`src/rtl/pdgc_pkg.sv`:
```
// Shared widths, register indexes and divider handshake types for the PID controller.
package pdgc_pkg;

  // Field widths fixed by the register map and the sample format
  localparam int unsigned SPEED_W  = 16;  // target and measured speed
  localparam int unsigned DIV_W    = 15;  // divisor registers
  localparam int unsigned LIMIT_W  = 15;  // integral bound
  localparam int unsigned ERR_W    = 17;  // target - measured
  localparam int unsigned INTEG_W  = 16;  // clamped integral sum
  localparam int unsigned NUM_W    = 18;  // widest dividend: error difference
  localparam int unsigned ACC_W    = 20;  // sum of three quotients
  localparam int unsigned APB_AW   = 5;
  localparam int unsigned APB_DW   = 32;
  localparam int unsigned DEFAULT_DATA_WIDTH = 16;

  // Divider: quotient bits resolved per cycle
  localparam int unsigned DIV_BITS_PER_CYCLE = 2;
  localparam int unsigned DIV_STEPS = NUM_W / DIV_BITS_PER_CYCLE;
  localparam int unsigned DIV_CNT_W = $clog2(DIV_STEPS);

  // Register indexes (byte address / 4)
  localparam logic [2:0] REG_TARGET_SPEED   = 3'd0;
  localparam logic [2:0] REG_P_DIVISOR      = 3'd1;
  localparam logic [2:0] REG_I_DIVISOR      = 3'd2;
  localparam logic [2:0] REG_D_DIVISOR      = 3'd3;
  localparam logic [2:0] REG_INTEGRAL_LIMIT = 3'd4;

  typedef struct packed {
    logic                    start;
    logic signed [NUM_W-1:0] num;
    logic [DIV_W-1:0]        den;
  } div_req_t;

  typedef struct packed {
    logic                    done;
    logic signed [NUM_W-1:0] quot;
  } div_rsp_t;

endpackage

```
`src/rtl/pid_divisor_gain_controller.sv`:
```
// PID controller with divisor gains, clamped integral and saturated drive output.
// Each accepted sample runs an error/integral update (PREP), then three divisions (P, I, D)
// sharing one 2-bit-per-cycle divider, then saturation (OUT) into the output register;
// a new sample is taken only once the last result is loaded (in_ready_o only in IDLE).
// Reset (rst_ni low, async): setpoint 0, divisors 1, integral limit 0,
// integral sum and previous error 0, no result pending.
module pid_divisor_gain_controller
  import pdgc_pkg::*;
#(
  parameter int unsigned DATA_WIDTH = DEFAULT_DATA_WIDTH
) (
  input  logic                         clk_i,
  input  logic                         rst_ni,
  // APB-style configuration port
  input  logic                         psel,
  input  logic                         penable,
  input  logic                         pwrite,
  input  logic [APB_AW-1:0]            paddr,
  input  logic [APB_DW-1:0]            pwdata,
  output logic [APB_DW-1:0]            prdata,
  output logic                         pready,
  // sample channel
  input  logic                         in_valid_i,
  output logic                         in_ready_o,
  input  logic signed [SPEED_W-1:0]    measured_speed_i,
  // result channel
  output logic                         out_valid_o,
  input  logic                         out_ready_i,
  output logic signed [DATA_WIDTH-1:0] drive_value_o,
  output logic                         output_saturated_o
);

  // Saturation is done in a width that holds both the accumulator and the output range
  localparam int unsigned EXT_W = ((DATA_WIDTH > ACC_W) ? DATA_WIDTH : ACC_W) + 1;
  localparam logic signed [EXT_W-1:0] SAT_HI =
      EXT_W'((65'sd1 <<< (DATA_WIDTH - 1)) - 65'sd1);
  localparam logic signed [EXT_W-1:0] SAT_LO = -SAT_HI - EXT_W'(1);

  // Sequencer states
  localparam logic [2:0] ST_IDLE  = 3'd0;
  localparam logic [2:0] ST_PREP  = 3'd1;  // error, integral clamp, difference
  localparam logic [2:0] ST_DIV_P = 3'd2;
  localparam logic [2:0] ST_DIV_I = 3'd3;
  localparam logic [2:0] ST_DIV_D = 3'd4;
  localparam logic [2:0] ST_OUT   = 3'd5;  // saturate into the output register

  // ---------------------------------------------------------------------------
  // Configuration registers
  // ---------------------------------------------------------------------------
  logic signed [SPEED_W-1:0] target_q;
  logic [DIV_W-1:0]          p_div_q, i_div_q, d_div_q;
  logic [LIMIT_W-1:0]        limit_q;
  logic                      cfg_wr;
  logic [2:0]                cfg_idx;

  assign pready  = 1'b1;
  assign cfg_wr  = psel && penable && pwrite && pready;
  assign cfg_idx = paddr[APB_AW-1:2];

  always_ff @(posedge clk_i or negedge rst_ni) begin
    if (!rst_ni) begin
      target_q <= '0;
      p_div_q  <= DIV_W'(1);
      i_div_q  <= DIV_W'(1);
      d_div_q  <= DIV_W'(1);
      limit_q  <= '0;
    end else if (cfg_wr) begin
      unique case (cfg_idx)
        REG_TARGET_SPEED:   target_q <= pwdata[SPEED_W-1:0];
        REG_P_DIVISOR:      p_div_q  <= pwdata[DIV_W-1:0];
        REG_I_DIVISOR:      i_div_q  <= pwdata[DIV_W-1:0];
        REG_D_DIVISOR:      d_div_q  <= pwdata[DIV_W-1:0];
        REG_INTEGRAL_LIMIT: limit_q  <= pwdata[LIMIT_W-1:0];
        default: ;  // addresses past the map are ignored
      endcase
    end
  end

  // Readback; setpoint sign-extended
  always_comb begin
    unique case (cfg_idx)
      REG_TARGET_SPEED:   prdata = APB_DW'(target_q);
      REG_P_DIVISOR:      prdata = APB_DW'(p_div_q);
      REG_I_DIVISOR:      prdata = APB_DW'(i_div_q);
      REG_D_DIVISOR:      prdata = APB_DW'(d_div_q);
      REG_INTEGRAL_LIMIT: prdata = APB_DW'(limit_q);
      default:            prdata = '0;
    endcase
  end

  // ---------------------------------------------------------------------------
  // Controller state and datapath
  // ---------------------------------------------------------------------------
  logic [2:0]                state_q, state_d;
  logic                      start_q, start_d;
  logic                      out_valid_q, out_valid_d;
  logic signed [SPEED_W-1:0] meas_q, meas_d;
  logic signed [INTEG_W-1:0] integ_q, integ_d;   // clamped integral sum
  logic signed [ERR_W-1:0]   prev_err_q, prev_err_d;  // also this step's error
  logic signed [NUM_W-1:0]   diff_q, diff_d;
  logic signed [ACC_W-1:0]   acc_q, acc_d;
  logic signed [DATA_WIDTH-1:0] drive_q, drive_d;
  logic                      sat_q, sat_d;

  // Step arithmetic, used in the PREP state
  logic signed [ERR_W-1:0] err;
  logic signed [NUM_W-1:0] sum_raw, lim_pos, lim_neg, sum_clamped;
  logic signed [EXT_W-1:0] acc_ext;

  assign err     = ERR_W'(target_q) - ERR_W'(meas_q);
  assign sum_raw = NUM_W'(integ_q) + NUM_W'(err);
  assign lim_pos = $signed({{(NUM_W-LIMIT_W){1'b0}}, limit_q});
  assign lim_neg = -lim_pos;
  // Anti-windup clamp on the new sum
  always_comb begin
    priority if (sum_raw > lim_pos) sum_clamped = lim_pos;
    else if (sum_raw < lim_neg)     sum_clamped = lim_neg;
    else                            sum_clamped = sum_raw;
  end

  assign acc_ext = {{(EXT_W-ACC_W){acc_q[ACC_W-1]}}, acc_q};

  // Shared divider
  div_req_t div_req;
  div_rsp_t div_rsp;

  always_comb begin
    div_req.start = start_q;
    unique case (state_q)
      ST_DIV_I: begin
        div_req.num = NUM_W'(integ_q);
        div_req.den = i_div_q;
      end
      ST_DIV_D: begin
        div_req.num = diff_q;
        div_req.den = d_div_q;
      end
      default: begin
        div_req.num = NUM_W'(prev_err_q);
        div_req.den = p_div_q;
      end
    endcase
  end

  pdgc_div u_div (
    .clk_i (clk_i),
    .rst_ni(rst_ni),
    .req_i (div_req),
    .rsp_o (div_rsp)
  );

  // Sequencer
  always_comb begin
    state_d     = state_q;
    start_d     = 1'b0;
    out_valid_d = out_valid_q;
    meas_d      = meas_q;
    integ_d     = integ_q;
    prev_err_d  = prev_err_q;
    diff_d      = diff_q;
    acc_d       = acc_q;
    drive_d     = drive_q;
    sat_d       = sat_q;

    if (out_valid_q && out_ready_i) begin
      out_valid_d = 1'b0;
    end

    unique case (state_q)
      ST_IDLE: begin
        if (in_valid_i) begin
          meas_d  = measured_speed_i;
          state_d = ST_PREP;
        end
      end
      ST_PREP: begin
        // state is advanced here; later steps read the updated registers
        diff_d     = NUM_W'(err) - NUM_W'(prev_err_q);
        integ_d    = sum_clamped[INTEG_W-1:0];
        prev_err_d = err;
        acc_d      = '0;
        start_d    = 1'b1;
        state_d    = ST_DIV_P;
      end
      ST_DIV_P: begin
        if (div_rsp.done) begin
          acc_d   = acc_q + ACC_W'(div_rsp.quot);
          start_d = 1'b1;
          state_d = ST_DIV_I;
        end
      end
      ST_DIV_I: begin
        if (div_rsp.done) begin
          acc_d   = acc_q + ACC_W'(div_rsp.quot);
          start_d = 1'b1;
          state_d = ST_DIV_D;
        end
      end
      ST_DIV_D: begin
        if (div_rsp.done) begin
          acc_d   = acc_q + ACC_W'(div_rsp.quot);
          state_d = ST_OUT;
        end
      end
      ST_OUT: begin
        // wait for the output register to be free
        if (!out_valid_q || out_ready_i) begin
          priority if (acc_ext > SAT_HI) begin
            drive_d = SAT_HI[DATA_WIDTH-1:0];
            sat_d   = 1'b1;
          end else if (acc_ext < SAT_LO) begin
            drive_d = SAT_LO[DATA_WIDTH-1:0];
            sat_d   = 1'b1;
          end else begin
            drive_d = acc_ext[DATA_WIDTH-1:0];
            sat_d   = 1'b0;
          end
          out_valid_d = 1'b1;
          state_d     = ST_IDLE;
        end
      end
      default: state_d = ST_IDLE;
    endcase
  end

  always_ff @(posedge clk_i or negedge rst_ni) begin
    if (!rst_ni) begin
      state_q     <= ST_IDLE;
      start_q     <= 1'b0;
      out_valid_q <= 1'b0;
      integ_q     <= '0;
      prev_err_q  <= '0;
    end else begin
      state_q     <= state_d;
      start_q     <= start_d;
      out_valid_q <= out_valid_d;
      integ_q     <= integ_d;
      prev_err_q  <= prev_err_d;
    end
  end

  always_ff @(posedge clk_i) begin
    meas_q  <= meas_d;
    diff_q  <= diff_d;
    acc_q   <= acc_d;
    drive_q <= drive_d;
    sat_q   <= sat_d;
  end

  assign in_ready_o         = (state_q == ST_IDLE);
  assign out_valid_o        = out_valid_q;
  assign drive_value_o      = drive_q;
  assign output_saturated_o = sat_q;

endmodule

```
`src/rtl/pdgc_div.sv`:
```
// Iterative signed divider, truncating toward zero, two quotient bits per cycle.
module pdgc_div
  import pdgc_pkg::*;
(
  input  logic     clk_i,
  input  logic     rst_ni,
  input  div_req_t req_i,
  output div_rsp_t rsp_o
);

  logic                    busy_q, busy_d;
  logic                    done_q, done_d;
  logic                    neg_q, neg_d;
  logic [DIV_CNT_W-1:0]    cnt_q, cnt_d;
  logic [DIV_W-1:0]        rem_q, rem_d;
  logic [DIV_W-1:0]        den_q, den_d;
  logic [NUM_W-1:0]        quo_q, quo_d;
  logic signed [NUM_W-1:0] quot_q, quot_d;

  logic [DIV_W-1:0] step_rem;
  logic [NUM_W-1:0] step_quo;
  logic [DIV_W:0]   trial;

  // Restoring step, DIV_BITS_PER_CYCLE bits deep
  always_comb begin
    step_rem = rem_q;
    step_quo = quo_q;
    trial    = '0;
    for (int k = 0; k < DIV_BITS_PER_CYCLE; k++) begin
      trial    = {step_rem, step_quo[NUM_W-1]};
      step_quo = {step_quo[NUM_W-2:0], 1'b0};
      if (trial >= {1'b0, den_q}) begin
        step_rem    = DIV_W'(trial - {1'b0, den_q});
        step_quo[0] = 1'b1;
      end else begin
        step_rem = trial[DIV_W-1:0];
      end
    end
  end

  always_comb begin
    busy_d = busy_q;
    done_d = 1'b0;
    neg_d  = neg_q;
    cnt_d  = cnt_q;
    rem_d  = rem_q;
    den_d  = den_q;
    quo_d  = quo_q;
    quot_d = quot_q;
    if (req_i.start) begin
      busy_d = 1'b1;
      neg_d  = req_i.num[NUM_W-1];
      cnt_d  = '0;
      rem_d  = '0;
      den_d  = (req_i.den == '0) ? DIV_W'(1) : req_i.den;  // zero acts as one
      quo_d  = req_i.num[NUM_W-1] ? NUM_W'(-req_i.num) : NUM_W'(req_i.num);
    end else if (busy_q) begin
      rem_d = step_rem;
      quo_d = step_quo;
      cnt_d = cnt_q + DIV_CNT_W'(1);
      if (cnt_q == DIV_CNT_W'(DIV_STEPS - 1)) begin
        busy_d = 1'b0;
        done_d = 1'b1;
        quot_d = neg_q ? -$signed(step_quo) : $signed(step_quo);
      end
    end
  end

  always_ff @(posedge clk_i or negedge rst_ni) begin
    if (!rst_ni) begin
      busy_q <= 1'b0;
      done_q <= 1'b0;
      cnt_q  <= '0;
    end else begin
      busy_q <= busy_d;
      done_q <= done_d;
      cnt_q  <= cnt_d;
    end
  end

  always_ff @(posedge clk_i) begin
    neg_q  <= neg_d;
    rem_q  <= rem_d;
    den_q  <= den_d;
    quo_q  <= quo_d;
    quot_q <= quot_d;
  end

  assign rsp_o.done = done_q;
  assign rsp_o.quot = quot_q;

endmodule

```
`config.mk`:
```
export PLATFORM = sky130hd
export DESIGN_NAME = pid_divisor_gain_controller
export DESIGN_NICKNAME = d
export VERILOG_FILES = /design/src/rtl/pdgc_pkg.sv /design/src/rtl/pid_divisor_gain_controller.sv /design/src/rtl/pdgc_div.sv
export SDC_FILE = /design/constraint.sdc
export NUM_CORES = 1
export LEC_CHECK = 0
export BUFFER_PORTS_ARGS = -buffer_cell sky130_fd_sc_hd__buf_2
export CORE_ASPECT_RATIO = 0.5
export CORE_UTILIZATION = 60
export DETAILED_ROUTE_END_ITERATION = 10
export HOLD_SLACK_MARGIN = 0.12
export PLACE_DENSITY = 0.9
export SYNTH_ARGS = -nofsm -noshare
export SYNTH_HDL_FRONTEND = slang
export SYNTH_HIERARCHICAL = 1
export SYNTH_SLANG_ARGS = --single-unit
```
`constraint.sdc`:
```
create_clock -name clk_i -period 8.4 [get_ports clk_i]
set_input_delay 0.42 -clock clk_i [delete_from_list [all_inputs] [get_ports clk_i]]
set_output_delay 0.42 -clock clk_i [all_outputs]
set_load 0.03 [all_outputs]
```
; Word level (Yosys, flattened, before mapping)
; Cells that the tools add are included.
; W data, S select, Z words.
[classes]
add_sub_neg = 10
n_lt_le_gt_ge = 6
eq_ne = 16
n_mux = 35
bitwise_logic = 1
n_reduce_logical = 22
[ops]
columns = cell, n
row1 = $pmux W32 S5, 1
row2 = $mux W18, 4
row3 = $pmux W33 S2, 1
row4 = $mux W16, 3
row5 = $pmux W20 S2, 1
row6 = $neg A18 Y18, 2
row7 = $ge A16 B15 Y1, 2
row8 = $mux W15, 2
row9 = $sub A15 B15 Y15, 2
row10 = $add A20 B18 Y20, 1
row11 = $gt A20 B16 Y1 const B, 1
row12 = $lt A20 B16 Y1 const B, 1
row13 = $mux W20, 1
row14 = $add A16 B17 Y18, 1
row15 = $gt A18 B16 Y1, 1
row16 = $lt A18 B18 Y1, 1
row17 = $neg A15 Y18, 1
row18 = $pmux W3 S6, 1
row19 = $sub A17 B17 Y18, 1
row20 = $sub A16 B16 Y17, 1
row21 = $reduce_and A2 Y1, 8
row22 = $logic_not A15 Y1, 1
row23 = $mux W3, 5
row24 = $mux W1, 13
row25 = other kinds (19), 34
[totals]
register_bits = 258
input_bits = 60
elab_cells = 113

; Logic depth before layout (Yosys ltp)
; Gate-level depths: netlist (run 1).
[depth]
depth_word = 6
mapped_depth = 29
depth_no_buf = 28

; Hierarchy
; The synthesis (run 1) kept the hierarchy.
[modules_own_cells]
columns = mod, n_inst, cells_each, area_each_um2
row1 = pid_divisor_gain_controller, 1, 1270, 12560.8
row2 = pdgc_div, 1, 542, 5076.1

; Worst setup path after synthesis (run 1)
; No wires, ideal clock.
[synth_timing]
path_kind = register to register
from = reg meas_q[1]
to = reg integ_q[1]
t_arrival_ps = 5523
t_required_ps = 8266
setup_slack_ps = 2743
stages_incl_launch_ff = 29
n_path_buf = 1
path_cell_list = edfxtp_1 -> inv_1 -> ha_1 -> nor2b_1 -> o21a_1 -> o21a_1 -> o211ai_1 -> a21boi_0 -> o21ai_0 -> xnor2_1 -> ha_1 -> and2_1 -> o21a_1 -> nor2_1 -> o21ai_1 -> a21o_1 -> a21oi_1 -> xnor2_1 -> ha_1 -> a2111oi_0 -> o21ai_0 -> a22o_1 -> a31o_2 -> nor4_1 -> a2111oi_4 -> and3_4 -> buf_6 -> a211oi_1 -> o31ai_2
[synth_between]
elab_chain_cells = 5
elab_cells_between_ends = 6
classes_between = 2 x add/sub / 2 x order compare / 2 x mux
[synth_lines]
columns = element, line_no
row1 = start: declaration, pid_divisor_gain_controller.sv:97  ; logic signed [SPEED_W-1:0] meas_q, meas_d;
row2 = start signal: assignment, pid_divisor_gain_controller.sv:243  ; meas_q <= meas_d;
row3 = $sub A16 B16 Y17 *, pid_divisor_gain_controller.sv:110  ; assign err = ERR_W'(target_q) - ERR_W'(meas_q);
row4 = named net err[9], pid_divisor_gain_controller.sv:106  ; logic signed [ERR_W-1:0] err;
row5 = $add A16 B17 Y18 *, pid_divisor_gain_controller.sv:111  ; assign sum_raw = NUM_W'(integ_q) + NUM_W'(err);
row6 = $lt A18 B18 Y1, pid_divisor_gain_controller.sv:117  ; else if (sum_raw < lim_neg) sum_clamped = lim_neg;
row7 = $mux W16, pid_divisor_gain_controller.sv:117
row8 = $mux W16 *, pid_divisor_gain_controller.sv:116  ; priority if (sum_raw > lim_pos) sum_clamped = lim_pos;
row9 = end signal: assignment, pid_divisor_gain_controller.sv:237  ; integ_q <= integ_d;
row10 = end: declaration, pid_divisor_gain_controller.sv:98  ; logic signed [INTEG_W-1:0] integ_q, integ_d;
; The timed path passes the listed nets; every way through them passes the cells marked *.
; A chain may end at the register's enable or synchronous reset.

; Worst setup path after layout (run 1)
[layout_timing]
from = reg target_q[0]
to = reg integ_q[0]
[layout_between]
elab_chain_cells = 5
elab_cells_between_ends = 6
classes_between = 2 x add/sub / 2 x order compare / 2 x mux
[layout_lines]
columns = element, line_no
row1 = start: declaration, pid_divisor_gain_controller.sv:50  ; logic signed [SPEED_W-1:0] target_q;
row2 = start signal: assignment, pid_divisor_gain_controller.sv:69  ; REG_TARGET_SPEED: target_q <= pwdata[SPEED_W-1:0];
row3 = $sub A16 B16 Y17 *, pid_divisor_gain_controller.sv:110
row4 = named net err[14], pid_divisor_gain_controller.sv:106
row5 = $add A16 B17 Y18 *, pid_divisor_gain_controller.sv:111
row6 = $lt A18 B18 Y1, pid_divisor_gain_controller.sv:117
row7 = $mux W16, pid_divisor_gain_controller.sv:117
row8 = $mux W16 *, pid_divisor_gain_controller.sv:116
; Marked as above.

==> reports/qor.yml, run 1 <==
run_status:
  status: "finished clean"
clock_tree:
  cts_buffers: 26
  clk_pin_slew_ns: 0.07
  cts_setup_buffers: 0
  cts.repair.resized: 0
  cts.sinks: 258
  cts-root-buf: "clkbuf_16"
  clkLatencyLatePin_ns: 0.56
  cts_buffer_depth: 3
  htree_levels: 1
  tritoncts: "yes"
  ctsHoldBuffers: 18
cells_and_area:
  area_growth_pct: 9.46
  drive_gt1_share_pct: 16.0
  instances_no_fill: 2269
  fin_nets: 2065
sta:
  period_needed_ns: 7.02
  finalClockSkew_ns: 0.0132
  post-route-period-util_pct: 83.5
  fmax_mhz: 143
  worst_pin_slew_ns: 1.16
  setup_ws_ns: 1.38
  relSlewSlack_pct: 22.9
  grt_setup_unrepaired: "no"
  drv_slew: 0
  setup_tns_ns: 0
  hold_viol_final: 0
  setup_viol: 0
logic_synthesis:
  synth_area_per_cell_sq_um: 9.73
  ys_seq_area_share_pct: 39.7
  yosysMostFrequentCell: "nand2_1"
  ys_top_cells_by_area: "edfxtp_1 21%, dfrtp_1 17%, ha_1 9.6%"
  postSynthCellCount: 1812
  synth_top_area_share_pct: 20.9
  synth_area_sq_um: 17600
  synth-edff-count: 123
  synth_top_cell_by_area: "edfxtp_1"
  syn_nets: 2014
  synth_common_cells: "159 x nand2_1, 136 x ha_1, 129 x nor2_1, 123 x edfxtp_1, 117 x dfrtp_1"
  synth_cell_types: 91
  async_reset_ff_share_pct: 46.5
  ys_ff_latch: 258
  yosysWarnings: 6
  synth_flop_cell: "edfxtp_1"
grt:
  antenna_found_initial: 5
  grt_pass1_vias: 13900
  track_usage_pct: 30.8
  grt_overflow: 0
  grt_max_degree: 75
  grt_pass1_wl_um: 73100
floorplan:
  die_area_sq_um: 30100
  start_util_pct: 62.3
  die_w_um: 244
  core_area_sq_um: 28300
  io_pins: 112
  num_rows: 43
  die_y_um: 123
setup_path:
  path_buf_inv: 1
  cp.required_ns: 8.88
  worstSetupEndpointType: "flip-flop"
  cp_top_family: "compound AO/OA/AOI/OAI gates"
  crit_type: "flip-flop to flip-flop"
  r2r_cells: 28
  max_stage_delay_ns: 0.94
  critPathMaxFanout: 14
  cp-endpoint: "integ_q[0]"
  crit_slowest_cell: "a2111oi_4"
  cp_num_cells: 28
  r2r_slack_ns: 1.38
  worstSetupStartpointType: "flip-flop"
  critPathArrivalTime_ns: 7.50
  r2r_end: "integ_q[0]"
  r2r_start: "target_q[0]"
  critPathLaunch: "target_q[0]"
routing:
  wl_met3_um: 4480
  wl_met2_um: 20700
  top_layer: "met5"
  wirelength_um: 46200
  drtIter0Drc: 1765
  wire_per_inst_um: 20.3
  ant_nets: 0
  via_count: 14700
  wirelength_met1_um: 18900
  first_pass_iters: 5
  drcViolationCount: 0
  viasPerCell: 6.46
place:
  place_ws_ns: 1.66
  placed_cells: 2199
  place_hpwl_um: 32600
  portBuffers: 92
  place.gp.congestion: 0.976
hold_path:
  hold_path_class: "input pin to flip-flop"
job:
  maxCapViolCount: 0
## worst register-to-register path: cells and delay by family, from the launching register on
kind	cells	cell delay (ns)
buffers and inverters	1	0.08
flip-flops	1	0.36
AND/OR/NAND/NOR	8	1.54
AO/OA/AOI/OAI	14	3.57
XOR/XNOR	1	0.16
adder cells (fa/ha/maj)	4	1.25
## through the flow
stage | instance area, sq um | hold slack (ns) | utilization (%)
global placement | 18200 | 0.487 | 64.5
detailed placement | 18200 | 0.497 | 64.5
floorplan | 17600 | 0.124 | -
finish | 19300 | 0.149 | 68.2
global route | 19300 | 0.160 | 68.2
CTS | 19300 | 0.141 | 68.2
## area by class of cell
type | count | area (sq um)
Multi-Input combinational cell | 1336 | 9750
Fill cell | 2025 | 8990
Sequential cell | 258 | 7000
Clock buffer | 36 | 781
Timing Repair Buffer | 127 | 771
Tap cell | 382 | 478
Inverter | 114 | 430
Clock inverter | 12 | 87.6
Antenna cell | 4 | 10.0
## cells in the final DEF, fill, tap and decap left out, drive strengths merged, types with 14 or more instances in the layout
master	netlist	routed
nor3	28	28
mux2	98	98
ha	136	136
nor2b	23	23
a31oi	23	23
dfrtp	117	117
nand2b	20	20
nor2	129	129
clkbuf	71	36
inv	114	115
nand2	159	159
or3	17	17
a21o	40	40
a211oi	23	23
o31ai	22	22
and3	16	16
o21ai	74	74
xor2	40	40
a21oi	110	110
o21a	15	15
dlygate4sd3	0	18
o211ai	14	14
xnor2	76	76
a22oi	60	60
buf	33	109
nand3	31	31
edfxtp	123	123
dfxtp	15	15
mux2i	15	15
o22ai	21	21
## cells by family (layout without fill, tap and decap cells)
family	Yosys count	in the layout	share of synthesized area, %
AO/OA/AOI/OAI	481	481	18.7
other	1	5	0.0213
buffers and inverters	218	289	5.24
adder cells (fa/ha/maj)	142	142	10.3
multiplexers	113	113	7.13
AND/OR/NAND/NOR	483	483	13.2
XOR/XNOR	116	116	5.76
flip-flops	258	258	39.7
## how the worst min path moves through the flow
stage | end | slack [ns] | cells past startpoint | start
floorplan | d_div_q[10] | 0.12 | 0 | rst_ni
global placement | prev_err_q[14] | 0.49 | 2 | prev_err_q[14]
detailed placement | u_div/rem_q[12] | 0.50 | 2 | u_div/rem_q[12]
CTS | target_q[9] | 0.14 | 2 | pwdata[9]
global route | i_div_q[13] | 0.16 | 2 | pwdata[13]
finish | target_q[8] | 0.15 | 2 | pwdata[8]
## state kept, by name (all words and copies together) (netlist names), 16 cells and up
name           flops
acc_q             20
drive_value_o     16
u_div/quot_q      18
prev_err_q        17
u_div/quo_q       18
integ_q           16
diff_q            18
meas_q            16
target_q          16
## layer usage
metal / vias up / GRT usage (%)
met5: - / 0
met4: 2 / 15.2
met1: 7001 / 41.2
met3: 166 / 5.80
li1: 6724 / -
met2: 776 / 48.6
Power of run 1 is left out: the tool's default activity adds up to more than one toggle a clock period on the data nets, which glitch-free logic cannot reach.
==> run 2: changes to the inputs <==
clock period = 7 ns   (was 8.4 ns; I/O delays follow)
==> reports/qor.yml, run 2 (synthesized netlist as in run 1, its figures left out) <==
place:
  place.gp.congestion: 0.936  # was 0.976
  place_hpwl_um: 33400  # was 32,600 um
  portBuffers: 92  # unchanged
setup_path:
  crit_type: "flip-flop to flip-flop"  # unchanged
  critPathLaunch: "target_q[0]"  # unchanged
  r2r_start: "target_q[0]"  # unchanged
  cp-endpoint: "integ_q[1]"  # was integ_q[0]
  cp.required_ns: 7.40  # was 8.88 ns
  worstSetupStartpointType: "flip-flop"  # unchanged
  cp_common_cell: "a21oi_1"
  critPathMaxFanout: 8  # was 14
  r2r_cells: 28  # unchanged
  worstSetupEndpointType: "flip-flop"  # unchanged
  max_stage_delay_ns: 0.63  # was 0.94 ns
  r2r_slack_ns: 0.32  # was 1.38 ns
  critPathArrivalTime_ns: 7.08  # was 7.50 ns
  r2r_end: "integ_q[1]"  # was integ_q[0]
  crit_slowest_cell: "a2111oi_4"  # unchanged
routing:
  first_pass_iters: 6  # was 5
  wirelength_um: 48300  # was 46,200 um
  wire_per_inst_um: 21.2  # was 20.3 um
  ant_nets: 0  # unchanged
  via_count: 15000  # was 14,700
  drcViolationCount: 0  # unchanged
  viasPerCell: 6.59  # was 6.46
  drtIter0Drc: 1992  # was 1,765
cells_and_area:
  area_growth_pct: 9.80  # was 9.46%
  top_register: "acc_q"  # unchanged
  seqCellArea_sq_um: 7000  # unchanged
  layout_common_cells: "159 x nand2_1, 136 x ha_1, 126 x nor2_1"  # unchanged
  finish.utilization_pct: 68.4  # was 68.2%
  fin_nets: 2075  # was 2,065
  largest_reg_flops: 20  # unchanged
  multiInputGateArea_sq_um: 9770  # was 9750 sq um
  drive_gt1_share_pct: 15.9  # was 16.0%
  layout.cells.most_common: "nand2_1"  # unchanged
  n_fill_cell: 1985  # was 2,025
job:
  maxCapViolCount: 0  # unchanged
floorplan:
  start_util_pct: 62.3  # unchanged
  core_area_sq_um: 28300  # unchanged
  num_rows: 43  # unchanged
  io_pins: 112  # unchanged
  die_area_sq_um: 30100  # unchanged
  die_y_um: 123  # unchanged
  die_w_um: 244  # unchanged
sta:
  hold_viol_final: 0  # unchanged
  setup_tns_ns: 0  # unchanged
  worst_pin_slew_ns: 1.29  # was 1.16 ns
  fmax_mhz: 150  # was 143 MHz
  finalClockSkew_ns: 0.0190  # was 0.0132 ns
  setup_viol: 0  # unchanged
  relSlewSlack_pct: 13.7  # was 22.9%
  grt_setup_unrepaired: "no"  # unchanged
  period_needed_ns: 6.68  # was 7.02 ns
  post-route-period-util_pct: 95.4  # was 83.5%
  drv_slew: 0  # unchanged
grt:
  grt_overflow: 0  # unchanged
  grt_pass1_wl_um: 75700  # was 73,100 um
  grt_pass1_vias: 14200  # was 13,900
  track_usage_pct: 32.0  # was 30.8%
  antenna_found_initial: 3  # was 5
  grt_max_degree: 75  # unchanged
clock_tree:
  cts.sinks: 258  # unchanged
  cts_buffers: 24  # was 26
  cts_buffer_depth: 3  # unchanged
  cts_setup_buffers: 0  # unchanged
  htree_levels: 1  # unchanged
  clk_pin_slew_ns: 0.08  # was 0.07 ns
  cts-root-buf: "clkbuf_16"  # unchanged
  tritoncts: "yes"  # unchanged
  clkLatencyLatePin_ns: 0.55  # was 0.56 ns
run_status:
  status: "finished clean"  # unchanged
hold_path:
  hold_path_class: "input pin to flip-flop"  # unchanged
==> run 2: cell types whose count changed in the layout (fill, tap and decap cells not counted), moves of 2 or more <==
cell,change
dlygate4sd3_1,+9
clkbuf_8,-2
clkbuf_16,-3
buf_4,+3
bufinv_16,+2
clkbuf_1,+4
clkinv_4,-2
==> run 2: how the worst min path moves through the flow <==
stage                           to  cells after the start      start  slack [ns]
global route           target_q[3]                      2  pwdata[3]        0.13
CTS                     p_div_q[5]                      2  pwdata[5]        0.13
floorplan              d_div_q[10]                      0     rst_ni        0.05
global placement    prev_err_q[12]                      1     rst_ni        0.41
finish                 target_q[3]                      2  pwdata[3]        0.14
detailed placement  prev_err_q[12]                      1     rst_ni        0.43
==> run 2: worst max-delay path: cells and delay by family (launching register included) <==
family | cells | cell delay [ns]
AOI/OAI and AO/OA | 16 | 3.80
adders and majority gates | 4 | 1.13
xor gates and xnor gates | 2 | 0.47
DFF | 1 | 0.39
and+or+nand+nor | 4 | 0.37
buffers and inverters | 2 | 0.36
==> run 2: timing repair <==
action                                 4_1_cts  5_1_grt
hold buffers                                27        0
setup endpoints to repair                    0       14
resized for setup                            0        4
endpoints found under the hold margin      104        0
==> run 2: metrics by stage <==
step	instance area [sq um]	setup WS (ns)	std cells	hold WS, ns
CTS	19300	0.306	2273	0.125
floorplan	17600	1.34	1812	0.0544
global route	19400	0.0402	2275	0.126
detailed placement	18300	0.434	2202	0.431
global placement	18300	0.637	2202	0.415
finish	19400	0.322	2276	0.139
==> run 2: layout make-up <==
type | instances | share of cell area, %
multi-input combinational | 1336 | 50.5
sequential | 258 | 36.2
timing repair buffer | 139 | 4.56
clock buffer | 35 | 3.58
tap | 382 | 2.47
inverter | 114 | 2.22
clock inverter | 9 | 0.517
antenna | 3 | 0.0388
==> run 2: metal layers <==
metal  vias to the layer above  share of wire (%)  global-route usage (%)
li1                       6727                  -                       -
met5                         -                  0                       0
met1                      7149                 39                    42.0
met2                       946                 45                    51.5
met3                       186                 10                    6.19
met4                         0                4.8                    15.0
Power of run 2 is left out for the same reason.
